### config.mk
export PLATFORM = sky130hd
export DESIGN_NAME = wbt_step
export DESIGN_NICKNAME = d
export VERILOG_FILES = /design/src/hw/rtl/wbt_pkg.sv /design/src/hw/rtl/wbt_step.sv
export SDC_FILE = /design/constraint.sdc
export NUM_CORES = 1
export LEC_CHECK = 0
export ABC_AREA = 1
export CAP_MARGIN = 20
export CORE_MARGIN = 8
export CORE_UTILIZATION = 50
export DETAILED_ROUTE_END_ITERATION = 8
export DONT_BUFFER_PORTS = 1
export PLACE_DENSITY = 0.62
export SYNTH_ARGS = -nofsm -noshare
export SYNTH_HDL_FRONTEND = slang
export SYNTH_SLANG_ARGS = --single-unit
### constraint.sdc
create_clock -name vclk -period 34.4
set_clock_uncertainty 0.1 [all_clocks]
set_input_delay 3.44 -clock vclk [all_inputs]
set_output_delay 3.44 -clock vclk [all_outputs]
set_load 0.02 [all_outputs]
### src/hw/rtl/wbt_pkg.sv
// Package for the work/break cycle timer: request, response, config and state
// types, command and phase codes, and the constant divide by the ms-per-second rate.
// No dependencies.
`timescale 1ns / 1ps

package wbt_pkg;

  // Timestamp rate
  localparam int unsigned MS_PER_SECOND = 1000;

  // The divide is only needed while the elapsed time still fits a 16-bit second count
  localparam int unsigned DIV_W       = $clog2(64'(65536) * 64'(MS_PER_SECOND));
  localparam int unsigned MS_LOG      = $clog2(MS_PER_SECOND);
  localparam int unsigned RECIP_SHIFT = DIV_W + MS_LOG;
  localparam int unsigned RECIP_W     = DIV_W + 1;
  localparam logic [RECIP_W-1:0] RECIP =
      RECIP_W'(((64'(1) << RECIP_SHIFT) + 64'(MS_PER_SECOND) - 64'(1)) / 64'(MS_PER_SECOND));

  // Command codes
  localparam logic [2:0] FUNC_TICK   = 3'd0;
  localparam logic [2:0] FUNC_START  = 3'd1;
  localparam logic [2:0] FUNC_PAUSE  = 3'd2;
  localparam logic [2:0] FUNC_TOGGLE = 3'd3;
  localparam logic [2:0] FUNC_RESET  = 3'd4;

  // Reported phase codes
  localparam logic [2:0] PH_IDLE   = 3'd0;
  localparam logic [2:0] PH_WORK   = 3'd1;
  localparam logic [2:0] PH_BREAK  = 3'd2;
  localparam logic [2:0] PH_LONG   = 3'd3;
  localparam logic [2:0] PH_PAUSED = 3'd4;

  // Config register indexes
  localparam int unsigned CFG_IDX_W = 2;
  localparam logic [CFG_IDX_W-1:0] REG_WORK   = 2'd0;
  localparam logic [CFG_IDX_W-1:0] REG_BREAK  = 2'd1;
  localparam logic [CFG_IDX_W-1:0] REG_LONG   = 2'd2;
  localparam logic [CFG_IDX_W-1:0] REG_ROUNDS = 2'd3;

  localparam logic [15:0] WORK_RESET   = 16'd1500;
  localparam logic [15:0] BREAK_RESET  = 16'd300;
  localparam logic [15:0] LONG_RESET   = 16'd900;
  localparam logic [3:0]  ROUNDS_RESET = 4'd4;

  typedef enum logic [4:0] {
    ST_IDLE   = 5'b00001,
    ST_WORK   = 5'b00010,
    ST_BREAK  = 5'b00100,
    ST_LONG   = 5'b01000,
    ST_PAUSED = 5'b10000
  } phase_e;

  typedef struct packed {
    logic [2:0]  func;
    logic [31:0] now_ms;
  } wbt_req_t;

  typedef struct packed {
    logic [2:0]  phase;
    logic [3:0]  round_number;
    logic [15:0] remaining_seconds;
    logic [15:0] total_seconds;
    logic        phase_changed;
  } wbt_rsp_t;

  typedef struct packed {
    logic [15:0] work_secs;
    logic [15:0] break_secs;
    logic [15:0] long_secs;
    logic [3:0]  rounds;
  } wbt_cfg_t;

  typedef struct packed {
    phase_e      phase;
    phase_e      resume;
    logic [3:0]  round_cnt;
    logic [15:0] secs_left;
    logic [15:0] phase_len;
    logic [31:0] last_ms;
  } wbt_state_t;

  // Floor of n / MS_PER_SECOND by reciprocal multiply; exact for all n below 2^DIV_W,
  // whose quotient needs 17 bits
  function automatic logic [16:0] div_ms(input logic [DIV_W-1:0] n);
    logic [DIV_W+RECIP_W-1:0] prod;
    prod = (DIV_W+RECIP_W)'(n) * (DIV_W+RECIP_W)'(RECIP);
    return prod[RECIP_SHIFT +: 17];
  endfunction

endpackage

### src/hw/rtl/wbt_step.sv
// Next-state and status logic of the work/break cycle timer for one request.
// Depends on wbt_pkg.
`timescale 1ns / 1ps

module wbt_step (
  input  wbt_pkg::wbt_state_t st_i,
  input  wbt_pkg::wbt_cfg_t   cfg_i,
  input  wbt_pkg::wbt_req_t   req_i,
  output wbt_pkg::wbt_state_t st_o,
  output wbt_pkg::wbt_rsp_t   rsp_o
);

  logic                      running;
  logic                      can_start;
  logic [31:0]               delta;
  logic                      under_sec;
  logic                      fits;
  logic [16:0]               elapsed;
  logic                      expire;
  logic                      changed;
  wbt_pkg::wbt_state_t       nx;

  assign running   = (st_i.phase == wbt_pkg::ST_WORK) || (st_i.phase == wbt_pkg::ST_BREAK) ||
                     (st_i.phase == wbt_pkg::ST_LONG);
  assign can_start = (st_i.phase == wbt_pkg::ST_IDLE) || (st_i.phase == wbt_pkg::ST_PAUSED);

  // Elapsed whole seconds; beyond 2^DIV_W ms it surely exceeds any count
  assign delta     = req_i.now_ms - st_i.last_ms;
  assign under_sec = delta < 32'(wbt_pkg::MS_PER_SECOND);
  assign fits      = (delta >> wbt_pkg::DIV_W) == 32'd0;
  assign elapsed   = wbt_pkg::div_ms(delta[wbt_pkg::DIV_W-1:0]);
  assign expire    = !fits || (elapsed >= {1'b0, st_i.secs_left});

  always_comb begin
    nx      = st_i;
    changed = 1'b0;
    case (req_i.func)
      wbt_pkg::FUNC_TICK: begin
        if (!running) begin
          nx.last_ms = req_i.now_ms;
        end else if (!under_sec) begin
          nx.last_ms = req_i.now_ms;
          if (!expire) begin
            nx.secs_left = st_i.secs_left - elapsed[15:0];
          end else begin
            changed = 1'b1;
            if (st_i.phase == wbt_pkg::ST_WORK) begin
              if (st_i.round_cnt >= cfg_i.rounds) begin
                nx.phase     = wbt_pkg::ST_LONG;
                nx.phase_len = cfg_i.long_secs;
                nx.round_cnt = 4'd1;
              end else begin
                nx.phase     = wbt_pkg::ST_BREAK;
                nx.phase_len = cfg_i.break_secs;
                nx.round_cnt = st_i.round_cnt + 4'd1;
              end
            end else begin
              nx.phase     = wbt_pkg::ST_WORK;
              nx.phase_len = cfg_i.work_secs;
            end
            nx.secs_left = nx.phase_len;
          end
        end
      end
      wbt_pkg::FUNC_START, wbt_pkg::FUNC_PAUSE, wbt_pkg::FUNC_TOGGLE: begin
        // Toggle pauses a running phase and starts otherwise
        if (running && (req_i.func != wbt_pkg::FUNC_START)) begin
          nx.resume = st_i.phase;
          nx.phase  = wbt_pkg::ST_PAUSED;
        end else if (can_start && (req_i.func != wbt_pkg::FUNC_PAUSE)) begin
          changed    = 1'b1;
          nx.last_ms = req_i.now_ms;
          if (st_i.phase == wbt_pkg::ST_IDLE) begin
            nx.phase     = wbt_pkg::ST_WORK;
            nx.phase_len = cfg_i.work_secs;
            nx.secs_left = cfg_i.work_secs;
          end else if ((st_i.resume == wbt_pkg::ST_BREAK) ||
                       (st_i.resume == wbt_pkg::ST_LONG)) begin
            nx.phase = st_i.resume;
          end else begin
            nx.phase = wbt_pkg::ST_WORK;
          end
        end
      end
      wbt_pkg::FUNC_RESET: begin
        nx.phase     = wbt_pkg::ST_IDLE;
        nx.round_cnt = 4'd1;
        nx.phase_len = cfg_i.work_secs;
        nx.secs_left = cfg_i.work_secs;
        nx.last_ms   = req_i.now_ms;
      end
      default: begin
        nx = st_i;
      end
    endcase
  end

  always_comb begin
    case (nx.phase)
      wbt_pkg::ST_WORK:   rsp_o.phase = wbt_pkg::PH_WORK;
      wbt_pkg::ST_BREAK:  rsp_o.phase = wbt_pkg::PH_BREAK;
      wbt_pkg::ST_LONG:   rsp_o.phase = wbt_pkg::PH_LONG;
      wbt_pkg::ST_PAUSED: rsp_o.phase = wbt_pkg::PH_PAUSED;
      default:            rsp_o.phase = wbt_pkg::PH_IDLE;
    endcase
  end

  assign rsp_o.round_number      = nx.round_cnt;
  assign rsp_o.remaining_seconds = nx.secs_left;
  assign rsp_o.total_seconds     = nx.phase_len;
  assign rsp_o.phase_changed     = changed;
  assign st_o                    = nx;

endmodule

Yosys cells after proc, flatten, opt, wreduce, memory -nomap -nowiden
Index checks and enable logic that the tools add are counted.
W data, S select, Z words.
- order comparisons: 3
- add/subtract/negate cells: 3
- divide/modulo/power cells: 0
- bitwise logic cells: 0
- shift operators: 0
- reductions and logical operators: 11
- multiply operators: 1
- multiplexer cells: 34
- equal/unequal tests: 17
- operator list (cell ; count):
    $pmux W64 S3 ; 1
    $mux W64 ; 2
    $mux W68 ; 1
    $mux W16 ; 4
    $mux W32 ; 2
    $mul A26 B27 Y53 const B ; 1
    $mux W5 ; 9
    $mux W36 ; 1
    $logic_not A32 Y1 ; 1
    $lt A32 B10 Y1 const B ; 1
    $sub A32 B32 Y32 ; 1
    $mux W4 ; 5
    $ge A17 B16 Y1 ; 1
    $sub A16 B16 Y16 ; 1
    $eq A5 B3 Y1 const B ; 3
    $eq A5 B4 Y1 const B ; 3
    $pmux W5 S3 ; 1
    $pmux W3 S4 ; 1
    $eq A5 B2 Y1 const B ; 2
    $eq A5 B5 Y1 const B ; 2
    $pmux W4 S2 ; 1
    $eq A3 B2 Y1 const B ; 2
    $eq A5 B1 Y1 const B ; 1
    $logic_or A1 B1 Y1 ; 5
    other kinds (12) ; 17
- RAM bits: 0
- output and inout bits: 118
- memories kept: 0
- word-level logic and storage cells: 69
- bits in latches: 0
- bits in read-only memories: 0
- bits in registers: 0
- bits of input ports: 165

Logic depth before layout (Yosys ltp)
- depth in word-level cells: 10
- mapped depth: 62
- gate-level depth less buffers: 62

Worst setup path after synthesis
OpenSTA, ideal clock, no wires.
- kind: input port to output port
- start: input port req_i[0] in the netlist's numbering
- end: output port st_o[58] in the netlist's numbering
- path slack: 17.810 ns
- required time: 30.860 ns
- arrival time: 13.050 ns
- stages: 55
- path buffers: 2
- cell sequence: inv_1 -> ha_1 -> inv_1 -> fa_1 -> nand2_1 -> a21oi_2 -> nand2_1 -> nand2_2 -> nand2_1 -> nand2_1 -> nand2_1 -> nand2_1 -> nand2_1 -> nand3_1 -> xnor2_1 -> ha_1 -> ha_1 -> fa_1 -> (+19 left out) -> xor2_1 -> inv_1 -> ha_1 -> nand2_1 -> nor2_1 -> a211oi_1 -> nand2_1 -> nand2_1 -> nand2_1 -> a21oi_1 -> nand3_1 -> nor2_2 -> nand3_4 -> buf_2 -> o21ai_0 -> a21oi_1 -> o2111ai_1 -> buf_4
- RTL lines (item ; RTL line ; text):
    start: declaration ; wbt_step.sv:8 ; input wbt_pkg::wbt_req_t req_i,
    end: declaration ; wbt_step.sv:9 ; output wbt_pkg::wbt_state_t st_o,

==> results.md <==
- Result of the run: complete, no violations
- Count of final max-slew check failures: 0
- Data required time of the critical path: 30.86 ns
- Fraction of layout cells with a size suffix above 1: 3.774%
- Synth-to-layout area growth: 1.556%
- Final hold vios: 0
- Worst Setup SP: req_i[0]
- Row count: 70
- Number of distinct library cells after synthesis: 51
- Clock buffers: 0
- Crit path largest cell delay: 0.70 ns
- Average size of a mapped cell: about 6.9 um^2
- Main area contributors after synthesis: ha_1 24%, fa_1 23%, inv_1 12%
- Antenna violations before repair: 3
- Fill cells: 3740
- Cell type contributing the most total cell area after synthesis: ha_1
- Unrepaired setup endpoints after global routing: false
- Crit Path Max Fanout: 46
- Number of ports placed on the die boundary: 283
- Count of buffers inserted at the top-level ports: 0
- Pin count of the biggest net entering global routing: 71
- Die Y: between 200 and 250 um
- Gp weighted congestion: 0.9459
- Floorplan die width: around 210 um
- Max-slew headroom: about a quarter
- Total routed wirelength: 57.96 mm
- Number of sequential cells: 0
- Overflow after GRT: 0
- Area of the die: approximately 43000 um^2
- Kind of capture point of the worst setup path: primary output
- Hold_ws: just under 7 ns
- Setup slack of the critical path after layout: 15.78 ns
- Routed via count divided by cell count: 5.585
- Post-Synthesis Cell Area: 18180 um^2
- Top post-synthesis cells by count: 604 x inv_1, 499 x nand2_1, 345 x ha_1
- Global-route wire length before repair: ~90 mm
- Wire per inst: 19.23 um
- Slew at the pin closest to its max-slew limit: 1.132 ns
- Count leader, synth: inv_1
- Number of DRC violations after detailed routing: 0
- # Post-CTS Setup Buffers: 0
- Net count after synthesis: 3341
- Setup WS pre-CTS: 15.82 ns
- Antenna-violating nets left: 0
- Final min period: approximately 19 ns
- Maximum capacitance violations: 0
- Fraction of the core area covered by cells at the end of the flow: roughly half
- Total of hold buffers inserted after clock tree synthesis: 0
- Area of the multi-input gates: ~15000 um^2
- Fraction of the cycle the final worst path needs: 54.12%
- Area share of the leading cell type in the synthesized netlist: 23.75%
- Total number of yosys warnings: 0
- Count of endpoints failing setup in the final report: 0
- Count of mapped cells out of synthesis: around 2600
- Vias in the first global route: approximately 17000
- Startpoint-to-endpoint class of the critical path: in -> out
- Worst min path class: in -> out
- Core area: ~36000 um^2
- Initial standard-cell utilization of the core: 50.25%
- Seq/Total Area, Yosys: 0%
- Total via count after detailed routing: 16834
- TritonRoute pass-1 iters: 5
- Reg area: 0 um^2
- Detailed Place HPWL: slightly above 50 mm
- Peak Freq: 53.71 MHz
- Post-layout net count: ~3300
- Final total negative setup slack: 0 ns
- Worst Setup Start Kind: input port
- Initial drt markers: 1230
- Arrival @ worst endpoint: around 15 ns
- Critical-path cell with the highest stage delay: xor2_1
- Most repeated library cell on the critical path: nand2_1
- Number of cells upsized or downsized after cts: 0
- Total routing usage reported by global routing: 26.72%
- Endpoint of the worst setup timing path: rsp_o[38]
layer usage:
layer | up-vias | global-route usage, % | wire (um)
met5 | - | 0 | 13
met4 | 2 | 7.504 | 1886
met3 | 97 | 3.433 | 4059
met2 | 590 | 47.29 | 28110
met1 | 7957 | 33.71 | 23890
li1 | 8188 | - | -
area by class of cell:
| cell class | instances | share of cell area [%] |
|---|---|---|
| Multi-Input combinational cell | 1911 | 83.39 |
| Antenna cell | 2 | 0.02711 |
| Timing Repair Buffer | 17 | 0.8676 |
| Inverter | 616 | 12.54 |
| Tap cell | 468 | 3.172 |
worst min path at each step:
| stage | from | endpoint | slack (ns) | cells past startpoint |
|---|---|---|---|---|
| final | st_i[68] | st_o[68] | 6.92 | 2 |
| after CTS | st_i[68] | st_o[68] | 6.92 | 2 |
| after global placement | st_i[68] | st_o[68] | 6.91 | 2 |
| after floorplan | st_i[68] | st_o[68] | 6.90 | 2 |
| after detailed placement | st_i[68] | st_o[68] | 6.92 | 2 |
| after global routing | st_i[68] | st_o[68] | 6.92 | 2 |
cell usage in the layout (no fill, tap or decap), drive strengths merged, types with 2 or more instances in the layout:
master,synthesis,routed
xor2,35,35
and2,3,3
diode,0,2
o21bai,7,7
o21ai,150,150
a31oi,5,5
nand3,77,77
inv,615,615
a21boi,3,3
a21oi,154,154
o21a,5,5
nand4,72,72
o22ai,16,16
ha,345,345
o211ai,69,69
buf,56,17
a31o,2,2
a21o,16,16
nor3,11,11
nand3b,5,5
nor2,159,159
xnor2,16,16
nor4,3,3
a211oi,3,3
o2111ai,7,7
nor4b,2,2
fa,210,210
or2,9,9
nand2,516,516
a221oi,2,2
o221ai,4,4
per-stage QoR:
step	std cells	instance area (um^2)
final	3014	18460
after CTS	3010	18420
after floorplan	2621	18180
after global routing	3014	18460
after detailed placement	3010	18420
after global placement	3009	18400
cell families (layout without fill, tap and decap cells):
logic type,after synthesis,after routing,share of synthesized area (%)
simple gates,859,859,20.80
fa+ha+maj,555,555,46.87
other cells,0,2,0
xor+xnor,51,51,2.457
buf+inv,710,633,15.58
compound gates,446,446,14.29
critical path, delay by kind of cell:
kind | cells | cell delay, ns
xor+xnor | 2 | 0.89
buf+inv | 8 | 0.75
fa+ha+maj | 11 | 4.91
simple gates | 24 | 3.39
compound gates | 8 | 1.70
Power is left out: the tool's default activity adds up to more than one toggle a clock period on the data nets, which glitch-free logic cannot reach.
